===== config.mk =====
export PLATFORM = sky130hd
export DESIGN_NAME = i2c_master_register_transfer
export DESIGN_NICKNAME = d
export VERILOG_FILES = /design/src/rtl/i2cmrt_pkg.sv /design/src/rtl/i2cmrt_seq.sv /design/src/rtl/i2cmrt_outq.sv /design/src/rtl/i2c_master_register_transfer.sv
export SDC_FILE = /design/constraint.sdc
export NUM_CORES = 1
export LEC_CHECK = 0
export BUFFER_PORTS_ARGS = -buffer_cell sky130_fd_sc_hd__buf_2
export CORE_ASPECT_RATIO = 1.5
export CORE_MARGIN = 8
export CORE_UTILIZATION = 42
export CTS_BUF_LIST = sky130_fd_sc_hd__clkbuf_8 sky130_fd_sc_hd__clkbuf_16
export DETAILED_ROUTE_END_ITERATION = 12
export SETUP_SLACK_MARGIN = 0.3
export SLEW_MARGIN = 15
export SYNTH_ARGS = -nofsm -noshare
export SYNTH_HDL_FRONTEND = slang
export SYNTH_SLANG_ARGS = --single-unit

===== constraint.sdc =====
create_clock -name clk -period 8.5 [get_ports clk]
set_input_delay 0.425 -clock clk [delete_from_list [all_inputs] [get_ports clk]]
set_output_delay 0.425 -clock clk [all_outputs]
set_load 0.005 [all_outputs]

===== src/rtl/i2cmrt_pkg.sv =====
package i2cmrt_pkg;

    // Defaults for the top-level parameters.
    localparam int SUBADDR_MAX_BYTES_DEF = 4;
    localparam int COUNT_BITS_DEF        = 16;

    // Item kinds.
    localparam logic OP_START = 1'b0;
    localparam logic OP_BYTE  = 1'b1;

    // Sequencer phases.
    localparam logic [2:0] PH_IDLE   = 3'd0;
    localparam logic [2:0] PH_ADDR   = 3'd1;
    localparam logic [2:0] PH_SUB    = 3'd2;
    localparam logic [2:0] PH_RSTART = 3'd3;
    localparam logic [2:0] PH_WRITE  = 3'd4;
    localparam logic [2:0] PH_READ   = 3'd5;

    // Bus commands.
    localparam logic [2:0] CMD_NONE   = 3'd0;
    localparam logic [2:0] CMD_START  = 3'd1;
    localparam logic [2:0] CMD_SEND   = 3'd2;
    localparam logic [2:0] CMD_RSTART = 3'd3;
    localparam logic [2:0] CMD_RECV   = 3'd4;
    localparam logic [2:0] CMD_STOP   = 3'd5;

    // Transfer status codes.
    localparam logic [2:0] ST_OK      = 3'd0;
    localparam logic [2:0] ST_BUSY    = 3'd1;
    localparam logic [2:0] ST_ARB     = 3'd2;
    localparam logic [2:0] ST_NAK     = 3'd3;
    localparam logic [2:0] ST_ADDRNAK = 3'd4;

    typedef struct packed {
        logic        op;
        logic [6:0]  slave_addr;
        logic        is_read;
        logic [31:0] sub_addr;
        logic [2:0]  sub_addr_bytes;
        logic [15:0] data_count;
        logic        bus_busy;
        logic        nak_seen;
        logic        arb_lost;
        logic [7:0]  rx_byte;
        logic [7:0]  tx_byte;
    } item_t;

    typedef struct packed {
        logic [2:0] cmd;
        logic [7:0] bus_byte;
        logic       nak_next;
        logic [7:0] rx_data;
        logic       rx_valid;
        logic [2:0] status;
        logic       done_res;
    } result_t;

    // One step of the sequencer: whether it produced a result beat, and the beat.
    typedef struct packed {
        logic    valid;
        result_t res;
    } step_res_t;

endpackage


===== src/rtl/i2cmrt_seq.sv =====
module i2cmrt_seq #(
    parameter int SUBADDR_MAX_BYTES = i2cmrt_pkg::SUBADDR_MAX_BYTES_DEF,
    parameter int COUNT_BITS        = i2cmrt_pkg::COUNT_BITS_DEF
) (
    input  logic                  clk,
    input  logic                  rst_n,
    input  logic                  advance,
    input  i2cmrt_pkg::item_t     item,
    output i2cmrt_pkg::step_res_t step
);

    localparam int LW = $clog2(SUBADDR_MAX_BYTES + 1);
    localparam int CW = COUNT_BITS;
    localparam logic [3:0] MAX4 = 4'(SUBADDR_MAX_BYTES);

    logic [2:0]    phase_reg, phase_next;
    logic [6:0]    target_addr_reg, target_addr_next;
    logic          read_mode_reg, read_mode_next;
    logic [31:0]   subaddr_reg, subaddr_next;
    logic [LW-1:0] sub_left_reg, sub_left_next;
    logic [CW-1:0] bytes_left_reg, bytes_left_next;

    logic [3:0]    n4;
    logic [3:0]    nsat4;
    logic [31:0]   count_wide;
    logic [LW-1:0] left_dec;
    logic [3:0]    left_dec4;
    logic [7:0]    sub_byte;
    logic [CW-1:0] bytes_dec;
    logic [2:0]    err;
    logic [2:0]    dp_phase;
    i2cmrt_pkg::result_t dp_res;
    i2cmrt_pkg::result_t res;
    logic          res_valid;

    assign n4         = {1'b0, item.sub_addr_bytes};
    assign nsat4      = (n4 > MAX4) ? MAX4 : n4;
    assign count_wide = {16'h0000, item.data_count};
    assign left_dec   = sub_left_reg - LW'(1);
    assign left_dec4  = 4'(left_dec);
    assign sub_byte   = (left_dec4 < 4'd4) ? 8'(subaddr_reg >> {left_dec4[1:0], 3'b000}) : 8'h00;
    assign bytes_dec  = bytes_left_reg - CW'(1);
    assign err        = item.arb_lost ? i2cmrt_pkg::ST_ARB
                      : (item.nak_seen ? i2cmrt_pkg::ST_NAK : i2cmrt_pkg::ST_OK);

    // Entry to the data phase, shared by the address, subaddress and repeated-start phases.
    always_comb
    begin
        dp_res = '0;
        if (bytes_left_reg == '0)
        begin
            dp_phase        = i2cmrt_pkg::PH_IDLE;
            dp_res.cmd      = i2cmrt_pkg::CMD_STOP;
            dp_res.status   = i2cmrt_pkg::ST_OK;
            dp_res.done_res = 1'b1;
        end
        else if (read_mode_reg)
        begin
            dp_phase        = i2cmrt_pkg::PH_READ;
            dp_res.cmd      = i2cmrt_pkg::CMD_RECV;
            dp_res.nak_next = (bytes_left_reg == CW'(1));
        end
        else
        begin
            dp_phase        = i2cmrt_pkg::PH_WRITE;
            dp_res.cmd      = i2cmrt_pkg::CMD_SEND;
            dp_res.bus_byte = item.tx_byte;
        end
    end

    always_comb
    begin
        phase_next       = phase_reg;
        target_addr_next = target_addr_reg;
        read_mode_next   = read_mode_reg;
        subaddr_next     = subaddr_reg;
        sub_left_next    = sub_left_reg;
        bytes_left_next  = bytes_left_reg;
        res              = '0;
        res_valid        = 1'b0;

        if (item.op == i2cmrt_pkg::OP_START)
        begin
            if (phase_reg == i2cmrt_pkg::PH_IDLE)
            begin
                res_valid = 1'b1;
                if (item.bus_busy)
                begin
                    res.cmd      = i2cmrt_pkg::CMD_NONE;
                    res.status   = i2cmrt_pkg::ST_BUSY;
                    res.done_res = 1'b1;
                end
                else
                begin
                    target_addr_next = item.slave_addr;
                    read_mode_next   = item.is_read;
                    subaddr_next     = item.sub_addr;
                    sub_left_next    = LW'(nsat4);
                    bytes_left_next  = count_wide[CW-1:0];
                    phase_next       = i2cmrt_pkg::PH_ADDR;
                    res.cmd          = i2cmrt_pkg::CMD_START;
                    // A read with a subaddress opens with a write address byte.
                    res.bus_byte     = {item.slave_addr, item.is_read && (nsat4 == 4'd0)};
                end
            end
        end
        else
        begin
            unique case (phase_reg) inside
                i2cmrt_pkg::PH_ADDR, i2cmrt_pkg::PH_SUB:
                begin
                    res_valid = 1'b1;
                    if (err != i2cmrt_pkg::ST_OK)
                    begin
                        phase_next   = i2cmrt_pkg::PH_IDLE;
                        res.cmd      = i2cmrt_pkg::CMD_STOP;
                        res.status   = err;
                        res.done_res = 1'b1;
                    end
                    else if (sub_left_reg != '0)
                    begin
                        sub_left_next = left_dec;
                        phase_next    = i2cmrt_pkg::PH_SUB;
                        res.cmd       = i2cmrt_pkg::CMD_SEND;
                        res.bus_byte  = sub_byte;
                    end
                    else if ((phase_reg == i2cmrt_pkg::PH_SUB) && read_mode_reg)
                    begin
                        phase_next   = i2cmrt_pkg::PH_RSTART;
                        res.cmd      = i2cmrt_pkg::CMD_RSTART;
                        res.bus_byte = {target_addr_reg, 1'b1};
                    end
                    else
                    begin
                        phase_next = dp_phase;
                        res        = dp_res;
                    end
                end
                i2cmrt_pkg::PH_RSTART:
                begin
                    res_valid = 1'b1;
                    if (err != i2cmrt_pkg::ST_OK)
                    begin
                        phase_next   = i2cmrt_pkg::PH_IDLE;
                        res.cmd      = i2cmrt_pkg::CMD_STOP;
                        res.status   = i2cmrt_pkg::ST_ADDRNAK;
                        res.done_res = 1'b1;
                    end
                    else
                    begin
                        phase_next = dp_phase;
                        res        = dp_res;
                    end
                end
                i2cmrt_pkg::PH_WRITE:
                begin
                    res_valid       = 1'b1;
                    bytes_left_next = bytes_dec;
                    // An error on a data byte still finishes with status ok.
                    if ((err != i2cmrt_pkg::ST_OK) || (bytes_dec == '0))
                    begin
                        phase_next   = i2cmrt_pkg::PH_IDLE;
                        res.cmd      = i2cmrt_pkg::CMD_STOP;
                        res.status   = i2cmrt_pkg::ST_OK;
                        res.done_res = 1'b1;
                    end
                    else
                    begin
                        res.cmd      = i2cmrt_pkg::CMD_SEND;
                        res.bus_byte = item.tx_byte;
                    end
                end
                i2cmrt_pkg::PH_READ:
                begin
                    res_valid       = 1'b1;
                    bytes_left_next = bytes_dec;
                    res.rx_data     = item.rx_byte;
                    res.rx_valid    = 1'b1;
                    if (bytes_dec == '0)
                    begin
                        phase_next   = i2cmrt_pkg::PH_IDLE;
                        res.cmd      = i2cmrt_pkg::CMD_STOP;
                        res.status   = i2cmrt_pkg::ST_OK;
                        res.done_res = 1'b1;
                    end
                    else
                    begin
                        res.cmd      = i2cmrt_pkg::CMD_RECV;
                        res.nak_next = (bytes_dec == CW'(1));
                    end
                end
                default:
                begin
                    phase_next = i2cmrt_pkg::PH_IDLE;
                end
            endcase
        end
    end

    always_ff @(posedge clk or negedge rst_n)
    begin
        if (!rst_n)
        begin
            phase_reg       <= i2cmrt_pkg::PH_IDLE;
            target_addr_reg <= '0;
            read_mode_reg   <= 1'b0;
            subaddr_reg     <= '0;
            sub_left_reg    <= '0;
            bytes_left_reg  <= '0;
        end
        else if (advance)
        begin
            phase_reg       <= phase_next;
            target_addr_reg <= target_addr_next;
            read_mode_reg   <= read_mode_next;
            subaddr_reg     <= subaddr_next;
            sub_left_reg    <= sub_left_next;
            bytes_left_reg  <= bytes_left_next;
        end
    end

    assign step.valid = advance && res_valid;
    assign step.res   = res;

endmodule


===== src/rtl/i2cmrt_outq.sv =====
module i2cmrt_outq (
    input  logic                  clk,
    input  logic                  rst_n,
    input  i2cmrt_pkg::step_res_t wr,
    output logic                  room,
    output logic                  rd_valid,
    input  logic                  rd_stall,
    output i2cmrt_pkg::result_t   rd_data
);

    // Two-entry result queue; the writer only pushes while room is high.
    i2cmrt_pkg::result_t entry_reg [2];
    logic       wr_ptr_reg;
    logic       rd_ptr_reg;
    logic [1:0] cnt_reg;
    logic       push;
    logic       pop;

    assign push     = wr.valid;
    assign pop      = rd_valid && !rd_stall;
    assign room     = (cnt_reg != 2'd2);
    assign rd_valid = (cnt_reg != 2'd0);
    assign rd_data  = entry_reg[rd_ptr_reg];

    always_ff @(posedge clk)
    begin
        if (push)
        begin
            entry_reg[wr_ptr_reg] <= wr.res;
        end
    end

    always_ff @(posedge clk or negedge rst_n)
    begin
        if (!rst_n)
        begin
            wr_ptr_reg <= 1'b0;
            rd_ptr_reg <= 1'b0;
            cnt_reg    <= 2'd0;
        end
        else
        begin
            if (push)
            begin
                wr_ptr_reg <= !wr_ptr_reg;
            end
            if (pop)
            begin
                rd_ptr_reg <= !rd_ptr_reg;
            end
            cnt_reg <= cnt_reg + 2'(push) - 2'(pop);
        end
    end

endmodule


===== src/rtl/i2c_master_register_transfer.sv =====
// Byte-level I2C master sequencer for register reads and writes. A start item (op 0)
// carries the target address, direction, a subaddress of up to SUBADDR_MAX_BYTES bytes and
// a data count; each byte-completed item (op 1) reports the acknowledge, arbitration and
// received byte of the byte just finished on the bus, and the block answers with the next
// bus command: start with address, subaddress bytes most significant first, a repeated
// start for subaddressed reads, then data sends or receives, and finally stop carrying
// the transfer status. A start item while the bus is busy returns a single beat with
// status busy; a start item during a transfer and a byte item while idle are dropped
// without a result. The block takes one item beat per clock cycle unless the input stalls.
// Each item is held in an input register, the sequencer step is evaluated combinationally
// from that register, and its result beat is written into a two-entry output queue. The
// input stalls only while the output queue is full and an item is waiting.
module i2c_master_register_transfer #(
    parameter int SUBADDR_MAX_BYTES = i2cmrt_pkg::SUBADDR_MAX_BYTES_DEF,
    parameter int COUNT_BITS        = i2cmrt_pkg::COUNT_BITS_DEF
) (
    input  logic                clk,
    input  logic                rst_n,
    input  logic                item_valid,
    output logic                item_stall,
    input  i2cmrt_pkg::item_t   item,
    output logic                result_valid,
    input  logic                result_stall,
    output i2cmrt_pkg::result_t result
);

    // Input register stage.
    logic                  in_vld_reg, in_vld_next;
    i2cmrt_pkg::item_t     in_reg;
    logic                  room;
    logic                  advance;
    logic                  accept;
    i2cmrt_pkg::step_res_t step;

    // The held item moves through the sequencer whenever the queue can take its beat.
    assign advance     = in_vld_reg && room;
    assign item_stall  = in_vld_reg && !room;
    assign accept      = item_valid && !item_stall;
    assign in_vld_next = accept ? 1'b1 : (advance ? 1'b0 : in_vld_reg);

    always_ff @(posedge clk or negedge rst_n)
    begin
        if (!rst_n)
        begin
            in_vld_reg <= 1'b0;
        end
        else
        begin
            in_vld_reg <= in_vld_next;
        end
    end

    always_ff @(posedge clk)
    begin
        if (accept)
        begin
            in_reg <= item;
        end
    end

    i2cmrt_seq #(
        .SUBADDR_MAX_BYTES (SUBADDR_MAX_BYTES),
        .COUNT_BITS        (COUNT_BITS)
    ) u_seq (
        .clk     (clk),
        .rst_n   (rst_n),
        .advance (advance),
        .item    (in_reg),
        .step    (step)
    );

    i2cmrt_outq u_outq (
        .clk      (clk),
        .rst_n    (rst_n),
        .wr       (step),
        .room     (room),
        .rd_valid (result_valid),
        .rd_stall (result_stall),
        .rd_data  (result)
    );

    // The input side only stalls while it holds an item of its own.
    a_stall_needs_item: assert property (@(posedge clk) disable iff (!rst_n)
        item_stall |-> in_vld_reg)
        else $error("input stalled with an empty input register");

    // A finishing beat is always a stop, or the bare busy answer.
    a_done_is_stop: assert property (@(posedge clk) disable iff (!rst_n)
        (result_valid && result.done_res) |->
            (result.cmd == i2cmrt_pkg::CMD_STOP || result.cmd == i2cmrt_pkg::CMD_NONE))
        else $error("finishing beat without a stop command");

    // Status is only reported on the finishing beat.
    a_status_on_done: assert property (@(posedge clk) disable iff (!rst_n)
        (result_valid && !result.done_res) |-> (result.status == i2cmrt_pkg::ST_OK))
        else $error("status reported before the transfer finished");

    // Received data is only handed back with a receive or the closing stop.
    a_rx_with_read: assert property (@(posedge clk) disable iff (!rst_n)
        (result_valid && result.rx_valid) |->
            (result.cmd == i2cmrt_pkg::CMD_RECV || result.cmd == i2cmrt_pkg::CMD_STOP))
        else $error("received byte delivered outside the read phase");

endmodule


==> impl_metrics.env, run 1 <==
export IMPL_status="completed"
export IMPL_rr_endpoint="u_outq.entry_reg[1][18]$_DFFE_PP_"
export IMPL_power_switching_mw=1.15
export IMPL_critPathCaptureType="flip-flop"
export IMPL_synth_seq_area_share_pct=66.3
export IMPL_cell_chosen_for_the_clock_root="sky130_fd_sc_hd__clkbuf_16"
export IMPL_first_global_vias=5720
export IMPL_final_instance_count_excl_fill=1044
export IMPL_syn_to_final_growth_pct=16.7
export IMPL_clock_sinks=196
export IMPL_synth_distinct_cells=52
export IMPL_worst_path_cell_trace="inv_1 -> ha_1 -> or3b_2 -> nor4_2 -> nor2_1 -> a221oi_1 -> nor3_1 -> a221o_1"
export IMPL_sw_frac_of_total_pct=34.8
export IMPL_timing_critical_path_from_type="flip-flop"
export IMPL_launching_point_of_the_worst_reg2reg_path="u_seq.bytes_left_reg[0]$_DFFE_PN0P_"
export IMPL_timing_reg2reg_setup_slack_ns=5.31
export IMPL_seq_power_share_pct=46.4
export IMPL_timing_final_crit_period_ns=3.19
export IMPL_clock_tree_htree_level_count=4
export IMPL_globalRouteTotalUtil_pct=14.5
export IMPL_worstHoldPathType="in2reg"
export IMPL_critical_path_n_buffers_inverters=1
export IMPL_rsz_0062_raised_after_global_routing="no"
export IMPL_path_depth=8
export IMPL_hold_slack_ns=0.157
export IMPL_first_pass_grt_wire_length_um=29300
export IMPL_max_stage_delay_ns=0.49
export IMPL_wl_met2_um=9100
export IMPL_timing_hold_worst_endpoint="in_reg[28]$_DFFE_PP_"
export IMPL_post_synth_cell_area_avg_um2=12.4
export IMPL_nNetsFinal=862
export IMPL_holdCritStartpoint="item[28]"
export IMPL_drt_iter0_markers=316
export IMPL_syn_area_um2=8370
export IMPL_clk_pin_slew_ns=0.08
export IMPL_die_height_um=189
export IMPL_ctsHoldBuffers=0
export IMPL_antennaDiodeCount=0
export IMPL_core_area_um2=19600
export IMPL_cts_resized=0
export IMPL_clock_tree_from_tritoncts="built"
export IMPL_placedInstanceArea_um2=9150
export IMPL_power_ir_vdd_worst_mv=0.185
export IMPL_floorplan_initialDensity_pct=42.6
export IMPL_row_count=63
export IMPL_synth_area_top_cells="sky130_fd_sc_hd__edfxtp_1, sky130_fd_sc_hd__dfrtp_1, sky130_fd_sc_hd__nand2_1"
export IMPL_largest_reg_flops=79
export IMPL_worst_ep_arrival_time_ns=3.36
export IMPL_ff2ff_path_depth=8
export IMPL_gp_routability_congestion=0.855
export IMPL_final_min_period_over_clock_period_pct=37.6
export IMPL_finalMaxSlewViolations=0
export IMPL_final_hold_viol_count=0
export IMPL_cp_data_required_time_ns=8.67
export IMPL_final_setup_tns_ns=0
export IMPL_post_place_ws_ns=5.32
export IMPL_dp_final_hpwl_um=12500
export IMPL_die_w_um=131
export IMPL_placed_cells=1012
export IMPL_clock_latency_ns=0.44
export IMPL_share_of_layout_cells_above_drive_strength_1_pct=25.3
export IMPL_max_cap_violations=0
export IMPL_finClkSkew_ns=0.0150
export IMPL_ios=110
export IMPL_critical_path_top_delay_family="simple AND/OR/NAND/NOR gates"
export IMPL_slew_headroom_pct=21.2
export IMPL_setup_violations=0
export IMPL_cts_setup_buffers=0
export IMPL_met3RoutedLength_um=639
export IMPL_internal_power_mw=2.14
export IMPL_synth_main_ff_cell="sky130_fd_sc_hd__edfxtp_1"
export IMPL_routed_top_layer="met4"
export IMPL_cell_type_with_the_highest_aggregate_area_in_the_netlist="sky130_fd_sc_hd__edfxtp_1"
export IMPL_fmax_mhz=313
export IMPL_routed_wire_length_per_instance_um=16.9
export IMPL_route_vias_total=5464
export IMPL_netlist_area_leader_share_pct=46.3
export IMPL_cts_made_buffers=17
export IMPL_detailedRoute_firstPassIterationCount=5
export IMPL_total_leakage_power_nw=3.92
export IMPL_antenna_found_initial=0
export IMPL_worst_setup_path_startpoint="u_seq.bytes_left_reg[0]$_DFFE_PN0P_"
export IMPL_critical_path_peak_fanout=12
export IMPL_grt_start_max_net_pins=68
export IMPL_numPortBuffers=109
export IMPL_synth_edf_count=129
export IMPL_antenna_violating_nets_post_route=0
export IMPL_pwr_share_comb_pct=29.5
export IMPL_synth_most_common_cell="sky130_fd_sc_hd__nand2_1"
export IMPL_cell_with_the_biggest_individual_delay_on_the_critical_path="sky130_fd_sc_hd__or3b_2"
export IMPL_synth_yosys_warnings=0
export IMPL_ys_ff_latch=196
export IMPL_detailed_route_drc_error_count=0
export IMPL_route_final_wire_length_um=17600
export IMPL_viasPerCell=5.23
export IMPL_worstMarginPinSlew_ns=1.17
export IMPL_power_per_cell_area_nw_per_um2=337
export IMPL_finalInstanceArea_um2=9760
export IMPL_synthesis_nets=763
export IMPL_grt_overflow_total=0
export IMPL_floorplan_die_area_um2=24800
export IMPL_detail_route_wirelength_met1_um=7560
export IMPL_worst_hold_path_num_cells=1
export IMPL_clock_tree_buffer_depth=2
export IMPL_postLayoutSetupSlackWorst_ns=5.31
export IMPL_clock_power_share_pct=24.1
export IMPL_postSynthCellCount=672
export IMPL_synth_top_cells_by_count="sky130_fd_sc_hd__nand2_1, sky130_fd_sc_hd__edfxtp_1, sky130_fd_sc_hd__dfrtp_1"
export IMPL_synth_async_reset_ratio_pct=34.2
export IMPL_timing_setup_critical_path_class="reg2reg"
## worst max path at each step
stage,endpoint
global placement,u_outq.entry_reg[0][19]$_DFFE_PP_
detailed placement,u_outq.entry_reg[0][18]$_DFFE_PP_
floorplan,in_reg[0]$_DFFE_PP_
CTS,u_outq.entry_reg[0][18]$_DFFE_PP_
finish,u_outq.entry_reg[1][18]$_DFFE_PP_
global route,u_outq.entry_reg[1][16]$_DFFE_PP_
## per-stage QoR
step	power (mW)	util, %
final	3.29	49.7
after global routing	3.51	49.7
after CTS	3.33	49.7
after detailed placement	2.53	46.6
after global placement	2.49	46.6
after floorplan	2.22	-
## worst register-to-register path: stages, from the launching register on
cell                       delay, ns
sky130_fd_sc_hd__dfrtp_1        0.47
sky130_fd_sc_hd__inv_1          0.14
sky130_fd_sc_hd__ha_1           0.24
sky130_fd_sc_hd__or3b_2         0.49
sky130_fd_sc_hd__nor4_2         0.48
sky130_fd_sc_hd__nor2_1         0.31
sky130_fd_sc_hd__a221oi_1       0.40
sky130_fd_sc_hd__nor3_1         0.10
sky130_fd_sc_hd__a221o_1        0.30
## cell families after synthesis
| group | after synthesis | synth area share [%] |
|---|---|---|
| compound gates | 109 | 8.21 |
| xor+xnor | 8 | 0.838 |
| fa+ha+maj | 8 | 1.20 |
| buf+inv | 47 | 2.39 |
| flops | 196 | 66.3 |
| mux | 37 | 6.00 |
| simple gates | 267 | 15.0 |
## power groups by stage
stage,Clock (mW),Sequential (mW),Combinational [mW]
2_1_floorplan,0,1.43,0.787
3_3_place_gp,0,1.53,0.956
3_5_place_dp,0,1.55,0.982
4_1_cts,0.818,1.53,0.988
5_1_grt,0.850,1.57,1.10
6_report,0.792,1.53,0.973
## area by class of cell
type                            count  area (um2)
Clock inverter                     15         186
Multi-Input combinational cell    429        2630
Inverter                           11        41.3
Clock buffer                       17         425
Sequential cell                   196        5550
Fill cell                        1760        9870
Timing Repair Buffer              116         598
Tap cell                          260         325
## layer usage
| metal | vias to the layer above | GRT usage, % |
|---|---|---|
| met5 | - | 0 |
| met4 | 0 | 5.65 |
| met3 | 21 | 3.32 |
| met2 | 143 | 24.9 |
| met1 | 2648 | 17.3 |
| li1 | 2652 | - |
## cells in the final DEF, fill, tap and decap left out, drive strengths merged, types with 3 or more instances in the layout
cell | synthesis | layout
a21oi | 33 | 33
a221o | 7 | 7
a221oi | 7 | 7
and2 | 9 | 9
buf | 6 | 116
clkbuf | 30 | 17
clkinv | 0 | 9
dfrtp | 67 | 67
edfxtp | 129 | 129
ha | 8 | 8
inv | 11 | 17
mux2 | 25 | 25
mux2i | 4 | 4
mux4 | 8 | 8
nand2 | 147 | 147
nand2b | 8 | 8
nand3 | 17 | 17
nand4 | 3 | 3
nor2 | 22 | 22
nor2b | 4 | 4
nor3 | 23 | 23
nor3b | 4 | 4
nor4 | 7 | 7
o211ai | 6 | 6
o21ai | 27 | 27
o22ai | 15 | 15
or2 | 4 | 4
or3 | 6 | 6
or4 | 5 | 5
xnor2 | 6 | 6
(Power assumes the default switching activity.)
==> inputs of run 2 (changes only) <==
--- a/config.mk
+++ b/config.mk
@@ -5,6 +5,7 @@
 export SDC_FILE = /design/constraint.sdc
 export NUM_CORES = 1
 export LEC_CHECK = 0
+export ABC_AREA = 1
 export BUFFER_PORTS_ARGS = -buffer_cell sky130_fd_sc_hd__buf_2
 export CORE_ASPECT_RATIO = 1.5
 export CORE_MARGIN = 8
==> constraint.sdc (replaced) <==
create_clock -name clk -period 3.1 [get_ports clk]
set_input_delay 0.155 -clock clk [delete_from_list [all_inputs] [get_ports clk]]
set_output_delay 0.155 -clock clk [all_outputs]
set_load 0.005 [all_outputs]
==> run 2 against run 1 <==
Maximum frequency rose by 26%. Register-to-register slack got worse by 4.7 ns. Synthesized area rose by 5.2%. Synthesized cell count rose by 22%. Global-route usage rose by 1.8 points. Non-clock buffer count rose by 93. Setup slack got worse by 4.7 ns. Cell area rose by 14%. Sequential power rose to 2.7 times the previous value. Sequential cell count did not move. Clock-buffer cell count did not move.
==> impl_metrics.env, run 2 <==
export IMPL_cell_chosen_for_the_clock_root="sky130_fd_sc_hd__clkbuf_16"
export IMPL_core_area_um2=20800
export IMPL_finClkSkew_ns=0.0151
export IMPL_post_synth_cell_area_avg_um2=10.8
export IMPL_timing_reg2reg_setup_slack_ns=0.57
export IMPL_rr_endpoint="u_outq.entry_reg[1][15]$_DFFE_PP_"
export IMPL_synth_main_ff_cell="sky130_fd_sc_hd__edfxtp_1"
export IMPL_status="completed"
export IMPL_globalRouteTotalUtil_pct=16.3
export IMPL_critical_path_peak_fanout=12
export IMPL_cp_data_required_time_ns=3.29
export IMPL_layout_commonest_cell="sky130_fd_sc_hd__nand2_1"
export IMPL_holdCritStartpoint="result_stall"
export IMPL_synth_distinct_cells=36
export IMPL_grt_overflow_total=0
export IMPL_synth_async_reset_ratio_pct=34.2
export IMPL_grt_start_max_net_pins=52
export IMPL_timing_setup_critical_path_class="reg2reg"
export IMPL_clock_tree_buffer_depth=2
export IMPL_row_count=65
export IMPL_nNetsFinal=1107
export IMPL_detailed_route_drc_error_count=0
export IMPL_cell_type_with_the_highest_aggregate_area_in_the_netlist="sky130_fd_sc_hd__edfxtp_1"
export IMPL_clock_tree_from_tritoncts="built"
export IMPL_share_of_layout_cells_above_drive_strength_1_pct=21.4
export IMPL_synthesis_nets=909
export IMPL_rsz_0062_raised_after_global_routing="no"
export IMPL_syn_area_um2=8800
export IMPL_worst_ep_arrival_time_ns=2.72
export IMPL_synth_top_cells_by_count="sky130_fd_sc_hd__nand2_1, sky130_fd_sc_hd__edfxtp_1, sky130_fd_sc_hd__nor2_1"
export IMPL_gp_routability_congestion=0.875
export IMPL_total_leakage_power_nw=4.89
export IMPL_floorplan_initialDensity_pct=42.3
export IMPL_viasPerCell=4.90
export IMPL_worst_hold_path_num_cells=3
export IMPL_finalMaxSlewViolations=0
export IMPL_setup_violations=0
export IMPL_slew_headroom_pct=40.9
export IMPL_clock_sinks=196
export IMPL_detailedRoute_firstPassIterationCount=5
export IMPL_die_height_um=193
export IMPL_most_common_layout_cells="sky130_fd_sc_hd__nand2_1, sky130_fd_sc_hd__edfxtp_1, sky130_fd_sc_hd__buf_2, sky130_fd_sc_hd__nor2_1, sky130_fd_sc_hd__dlygate4sd3_1"
export IMPL_synth_area_top_cells="sky130_fd_sc_hd__edfxtp_1, sky130_fd_sc_hd__dfrtp_1, sky130_fd_sc_hd__nand2_1"
export IMPL_fmax_mhz=396
export IMPL_first_pass_grt_wire_length_um=33500
export IMPL_die_w_um=134
export IMPL_synth_yosys_warnings=0
export IMPL_critPathCaptureType="flip-flop"
export IMPL_ff2ff_path_depth=15
export IMPL_synth_most_common_cell="sky130_fd_sc_hd__nand2_1"
export IMPL_cts_made_buffers=17
export IMPL_worstMarginPinSlew_ns=0.884
export IMPL_routed_wire_length_per_instance_um=15.7
export IMPL_launching_point_of_the_worst_reg2reg_path="u_seq.bytes_left_reg[0]$_DFFE_PN0P_"
export IMPL_placed_cells=1181
export IMPL_clock_latency_ns=0.45
export IMPL_timing_critical_path_from_type="flip-flop"
export IMPL_netlist_area_leader_share_pct=44.0
export IMPL_dp_final_hpwl_um=14100
export IMPL_final_instance_count_excl_fill=1297
export IMPL_worstHoldPathType="in2reg"
export IMPL_largest_reg_flops=79
export IMPL_postSynthCellCount=818
export IMPL_final_min_period_over_clock_period_pct=81.5
export IMPL_timing_final_crit_period_ns=2.53
export IMPL_power_ir_vdd_worst_mv=0.413
export IMPL_max_cap_violations=0
export IMPL_synth_seq_area_share_pct=63.1
export IMPL_final_hold_viol_count=0
export IMPL_clk_pin_slew_ns=0.07
export IMPL_power_per_cell_area_nw_per_um2=864
export IMPL_first_global_vias=6537
export IMPL_clock_tree_htree_level_count=4
export IMPL_antennaDiodeCount=0
export IMPL_numPortBuffers=109
export IMPL_antenna_violating_nets_post_route=0
export IMPL_final_setup_tns_ns=0
export IMPL_synth_edf_count=129
export IMPL_ios=110
export IMPL_antenna_found_initial=0
export IMPL_syn_to_final_growth_pct=26.1
export IMPL_route_final_wire_length_um=20400
export IMPL_floorplan_die_area_um2=25900
export IMPL_timing_hold_worst_endpoint="u_outq.rd_ptr_reg$_DFFE_PN0P_"
export IMPL_route_vias_total=6361
export IMPL_ys_ff_latch=196
export IMPL_drt_iter0_markers=405
-- run 2: cell types whose count changed in the layout (fill, tap and decap cells not counted), moves of 8 or more --
cell,previous run,this run
sky130_fd_sc_hd__o21ai_0,26,44
sky130_fd_sc_hd__nor2_1,19,84
sky130_fd_sc_hd__mux2_4,0,36
sky130_fd_sc_hd__nand2_1,147,214
sky130_fd_sc_hd__dlygate4sd3_1,0,81
sky130_fd_sc_hd__nor3_1,23,15
sky130_fd_sc_hd__a31oi_1,2,10
sky130_fd_sc_hd__mux2_2,25,2
sky130_fd_sc_hd__buf_4,7,17
sky130_fd_sc_hd__nand3_1,17,29
sky130_fd_sc_hd__nand4_1,3,12
sky130_fd_sc_hd__inv_1,11,58
sky130_fd_sc_hd__mux4_2,8,0
-- run 2: critical path, cell delays in order (launching register included) --
cell,delay (ns)
sky130_fd_sc_hd__dfrtp_1,0.42
sky130_fd_sc_hd__inv_1,0.16
sky130_fd_sc_hd__ha_1,0.23
sky130_fd_sc_hd__nand2_2,0.13
sky130_fd_sc_hd__nor2_1,0.22
sky130_fd_sc_hd__nand2_1,0.08
sky130_fd_sc_hd__nand2_1,0.05
sky130_fd_sc_hd__nand2_1,0.06
sky130_fd_sc_hd__inv_1,0.05
sky130_fd_sc_hd__nand2_1,0.04
sky130_fd_sc_hd__nor2_1,0.25
sky130_fd_sc_hd__nand3_4,0.26
sky130_fd_sc_hd__nand4_1,0.14
sky130_fd_sc_hd__nand2_1,0.06
sky130_fd_sc_hd__nand2_1,0.05
sky130_fd_sc_hd__nand2_1,0.08
-- run 2: layout make-up --
type / instances / area, um2
fill: 1846 / 9720
sequential: 196 / 5550
multi-input combinational: 529 / 2870
timing repair buffer: 209 / 1520
clock buffer: 17 / 425
tap: 268 / 335
inverter: 63 / 241
clock inverter: 15 / 150
-- run 2: kinds of logic after synthesis --
group	Yosys count	share of synthesized area (%)
buf+inv	93	4.55
flops	196	63.1
xor+xnor	5	0.498
compound gates	107	6.82
simple gates	371	17.5
fa+ha+maj	8	1.14
mux	38	6.40
-- run 2: per-layer routing --
metal / global-route usage (%) / vias to the layer above / wire, um
met5: 0 / - / 0
met4: 6.76 / 0 / 393
met3: 3.45 / 27 / 885
met2: 28.6 / 153 / 10700
met1: 18.7 / 2994 / 8430
li1: - / 3187 / -
-- run 2: how the worst max path moves through the flow --
stage / startpoint / end / slack, ns / cells past startpoint
final: u_seq.bytes_left_reg[0]$_DFFE_PN0P_ / u_outq.entry_reg[1][15]$_DFFE_PP_ / 0.57 / 15
after global routing: u_seq.bytes_left_reg[0]$_DFFE_PN0P_ / u_outq.entry_reg[0][18]$_DFFE_PP_ / 0.33 / 15
after CTS: u_seq.sub_left_reg[0]$_DFFE_PN0P_ / u_outq.entry_reg[1][20]$_DFFE_PP_ / 0.45 / 10
after detailed placement: u_seq.sub_left_reg[0]$_DFFE_PN0P_ / u_outq.entry_reg[1][20]$_DFFE_PP_ / 0.48 / 10
after global placement: u_seq.sub_left_reg[0]$_DFFE_PN0P_ / u_outq.entry_reg[0][0]$_DFFE_PP_ / 0.52 / 12
after floorplan: in_reg[78]$_DFFE_PP_ / u_outq.entry_reg[0][0]$_DFFE_PP_ / 0.40 / 7
-- run 2: repair_timing --
action / CTS / global route
hold buffers: 81 / 0
setup endpoints to repair: 0 / 25
hold endpoints to repair: 147 / 0
gates resized for setup: 0 / 4
buffers inserted: 0 / 3
-- run 2: stage by stage --
step                      utilization [%]  hold slack (ns)  power, mW  setup slack (ns)  instance area, um2
final                                53.3           0.0192       9.59             0.572               11100
after global routing                 53.3           0.0472       10.3             0.328               11100
after CTS                            53.1          0.00201       9.62             0.446               11100
after detailed placement             46.4          -0.0367       7.39             0.482                9670
after global placement               46.4          -0.0388       7.35             0.521                9670
after floorplan                         -           -0.141       6.36             0.403                8800
-- run 2: power by group --
group / internal (mW) / switching (mW) / total [mW]
sequential: 3.64 / 0.489 / 4.13
combinational: 1.38 / 1.93 / 3.31
clock: 1.13 / 1.02 / 2.14
==> inputs of run 3 (changes only) <==
==> constraint.sdc (replaced) <==
create_clock -name clk -period 2.5 [get_ports clk]
set_input_delay 0.125 -clock clk [delete_from_list [all_inputs] [get_ports clk]]
set_output_delay 0.125 -clock clk [all_outputs]
set_load 0.005 [all_outputs]
==> run 3 against run 2 <==
Via count increased by 1.4%. Clock-buffer cell count grew 1. Sequential share of layout area down 1.5 points. Routed wire length up 2.2%. Largest power group unchanged. Worst hold slack better by 0.17 ns. Highest routed layer unchanged. First-iteration DRC count is 21% lower. Largest cell class unchanged.
==> impl_metrics.env, run 3 (synthesized netlist as in run 2, its figures left out) <==
export IMPL_final_min_period_over_clock_period_pct=86.5
export IMPL_cpMostUsedCell="sky130_fd_sc_hd__nand2_1"
export IMPL_detailed_route_drc_error_count=0
export IMPL_drt_iter0_markers=321
export IMPL_timing_reg2reg_setup_slack_ns=0.34
export IMPL_first_pass_grt_wire_length_um=33900
export IMPL_launching_point_of_the_worst_reg2reg_path="u_seq.bytes_left_reg[0]$_DFFE_PN0P_"
export IMPL_slew_headroom_pct=53.5
export IMPL_grt_start_max_net_pins=50
export IMPL_floorplan_initialDensity_pct=42.3
export IMPL_row_count=65
export IMPL_grt_overflow_total=0
export IMPL_internal_power_mw=7.90
export IMPL_setup_violations=0
export IMPL_die_w_um=134
export IMPL_final_hold_viol_count=0
export IMPL_worstHoldPathType="in2async"
export IMPL_rsz_0062_raised_after_global_routing="yes"
export IMPL_die_height_um=193
export IMPL_clock_power_share_pct=21.7
export IMPL_dp_final_hpwl_um=14200
export IMPL_finalInstanceArea_um2=11400
export IMPL_globalRouteTotalUtil_pct=16.6
export IMPL_antennaDiodeCount=0
export IMPL_critPathCaptureType="flip-flop"
export IMPL_rr_endpoint="u_outq.entry_reg[0][20]$_DFFE_PP_"
export IMPL_antenna_found_initial=0
export IMPL_clock_tree_htree_level_count=4
export IMPL_clock_tree_buffer_depth=2
export IMPL_cell_chosen_for_the_clock_root="sky130_fd_sc_hd__clkbuf_16"
export IMPL_cp_data_required_time_ns=2.69
export IMPL_largest_reg_flops=79
export IMPL_route_final_wire_length_um=20800
export IMPL_core_area_um2=20800
export IMPL_cell_with_the_biggest_individual_delay_on_the_critical_path="sky130_fd_sc_hd__dfrtp_1"
export IMPL_clock_latency_ns=0.44
export IMPL_status="completed"
export IMPL_finClkSkew_ns=0.0108
export IMPL_timing_final_crit_period_ns=2.16
export IMPL_clock_sinks=196
export IMPL_detailedRoute_firstPassIterationCount=5
export IMPL_routed_wire_length_per_instance_um=15.8
export IMPL_worst_path_cell_trace="inv_2 -> ha_4 -> nand2_4 -> nor2_4 -> nor2_1 -> nor2_2 -> nand3_2 -> nor2_4 -> nand3_4 -> nand4_1 -> nand2_1 -> nand2_1 -> nand2_1"
export IMPL_gp_routability_congestion=0.890
export IMPL_power_ir_vdd_worst_mv=0.541
export IMPL_antenna_violating_nets_post_route=0
export IMPL_nNetsFinal=1124
export IMPL_timing_setup_critical_path_class="reg2reg"
export IMPL_final_setup_tns_ns=0
export IMPL_floorplan_die_area_um2=25900
export IMPL_critical_path_peak_fanout=6
export IMPL_seq_power_share_pct=40.9
export IMPL_total_leakage_power_nw=5.02
export IMPL_most_common_layout_cells="sky130_fd_sc_hd__nand2_1, sky130_fd_sc_hd__edfxtp_1, sky130_fd_sc_hd__buf_2, sky130_fd_sc_hd__dlygate4sd3_1, sky130_fd_sc_hd__nor2_1"
export IMPL_power_switching_mw=4.50
export IMPL_worst_ep_arrival_time_ns=2.36
export IMPL_layout_commonest_cell="sky130_fd_sc_hd__nand2_1"
export IMPL_viasPerCell=4.91
export IMPL_clock_tree_from_tritoncts="built"
export IMPL_power_per_cell_area_nw_per_um2=1080
export IMPL_ios=110
export IMPL_clk_pin_slew_ns=0.07
export IMPL_first_global_vias=6772
export IMPL_ff2ff_path_depth=13
export IMPL_numPortBuffers=109
export IMPL_placedInstanceArea_um2=9810
export IMPL_max_cap_violations=0
export IMPL_fmax_mhz=462
export IMPL_worstMarginPinSlew_ns=0.693
export IMPL_pwr_share_comb_pct=37.3
export IMPL_cts_made_buffers=17
export IMPL_timing_critical_path_from_type="flip-flop"
export IMPL_finalMaxSlewViolations=0
export IMPL_route_vias_total=6449
export IMPL_max_stage_delay_ns=0.40
export IMPL_share_of_layout_cells_above_drive_strength_1_pct=26.4
export IMPL_syn_to_final_growth_pct=30.0
export IMPL_sw_frac_of_total_pct=36.3
==> run 3: changes by cell type in the layout (fill, tap and decap cells not counted), moves of 6 or more <==
cell	change
sky130_fd_sc_hd__nand2_2	+11
sky130_fd_sc_hd__buf_4	+12
sky130_fd_sc_hd__nor2_1	-14
sky130_fd_sc_hd__nor2_4	+6
sky130_fd_sc_hd__nand2_1	-12
sky130_fd_sc_hd__nor2_2	+8
==> run 3: power groups by stage <==
stage	logic [mW]	registers (mW)	clock network (mW)
floorplan	2.98	4.92	0
global placement	4.18	5.10	0
detailed placement	4.23	5.11	0
CTS	4.45	5.04	2.76
global route	5.16	5.17	2.89
finish	4.62	5.08	2.70
==> run 3: through the flow <==
step / worst slack, ns / utilization, % / power (mW) / hold WS [ns] / cells
after CTS: 0.311 / 54.2 / 12.2 / 0.187 / 1309
after floorplan: 0.186 / - / 7.90 / -0.171 / 818
after detailed placement: 0.0505 / 47.1 / 9.34 / 0.114 / 1193
final: 0.338 / 55.0 / 12.4 / 0.194 / 1314
after global placement: 0.171 / 47.1 / 9.28 / 0.117 / 1193
after global routing: 0.199 / 55.0 / 13.2 / 0.247 / 1314
==> run 3: what timing repair did <==
action,in CTS,in global routing
pin swaps,3,24
gates resized for setup,14,41
hold buffers,82,0
gates cloned,1,0
setup endpoints to repair,27,29
setup buffers,1,5
hold endpoints to repair,99,0
==> run 3: metal layers <==
metal	global-route usage [%]	share of wire (%)
met5	0	0
met3	2.83	3.1
met4	9.35	3.6
met2	29.9	54
met1	17.8	40
==> run 3: worst max-delay path, delay by kind of cell, from the launching register on <==
| kind | cells | cell delay (ns) |
|---|---|---|
| fa+ha+maj | 1 | 0.17 |
| simple gates | 11 | 1.23 |
| buf+inv | 1 | 0.12 |
| flops | 1 | 0.40 |
==> run 3: how the worst max path moves through the flow <==
stage	startpoint	endpoint	slack, ns	cells past startpoint
global placement	u_seq.bytes_left_reg[0]$_DFFE_PN0P_	u_seq.phase_reg[1]$_DFFE_PN0P_	0.17	15
global route	u_seq.bytes_left_reg[0]$_DFFE_PN0P_	u_outq.entry_reg[0][20]$_DFFE_PP_	0.20	15
CTS	u_seq.bytes_left_reg[1]$_DFFE_PN0P_	u_outq.entry_reg[1][0]$_DFFE_PP_	0.31	13
detailed placement	u_seq.bytes_left_reg[0]$_DFFE_PN0P_	u_seq.phase_reg[1]$_DFFE_PN0P_	0.05	13
finish	u_seq.bytes_left_reg[0]$_DFFE_PN0P_	u_outq.entry_reg[0][20]$_DFFE_PP_	0.34	13
floorplan	in_reg[78]$_DFFE_PP_	u_outq.entry_reg[0][0]$_DFFE_PP_	0.19	7
==> run 3: area by class of cell <==
class	count	area (um2)
Clock buffer	18	439
Clock inverter	14	145
Fill cell	1841	9380
Inverter	63	240
Multi-Input combinational cell	530	3050
Sequential cell	196	5550
Tap cell	268	335
Timing Repair Buffer	225	1680
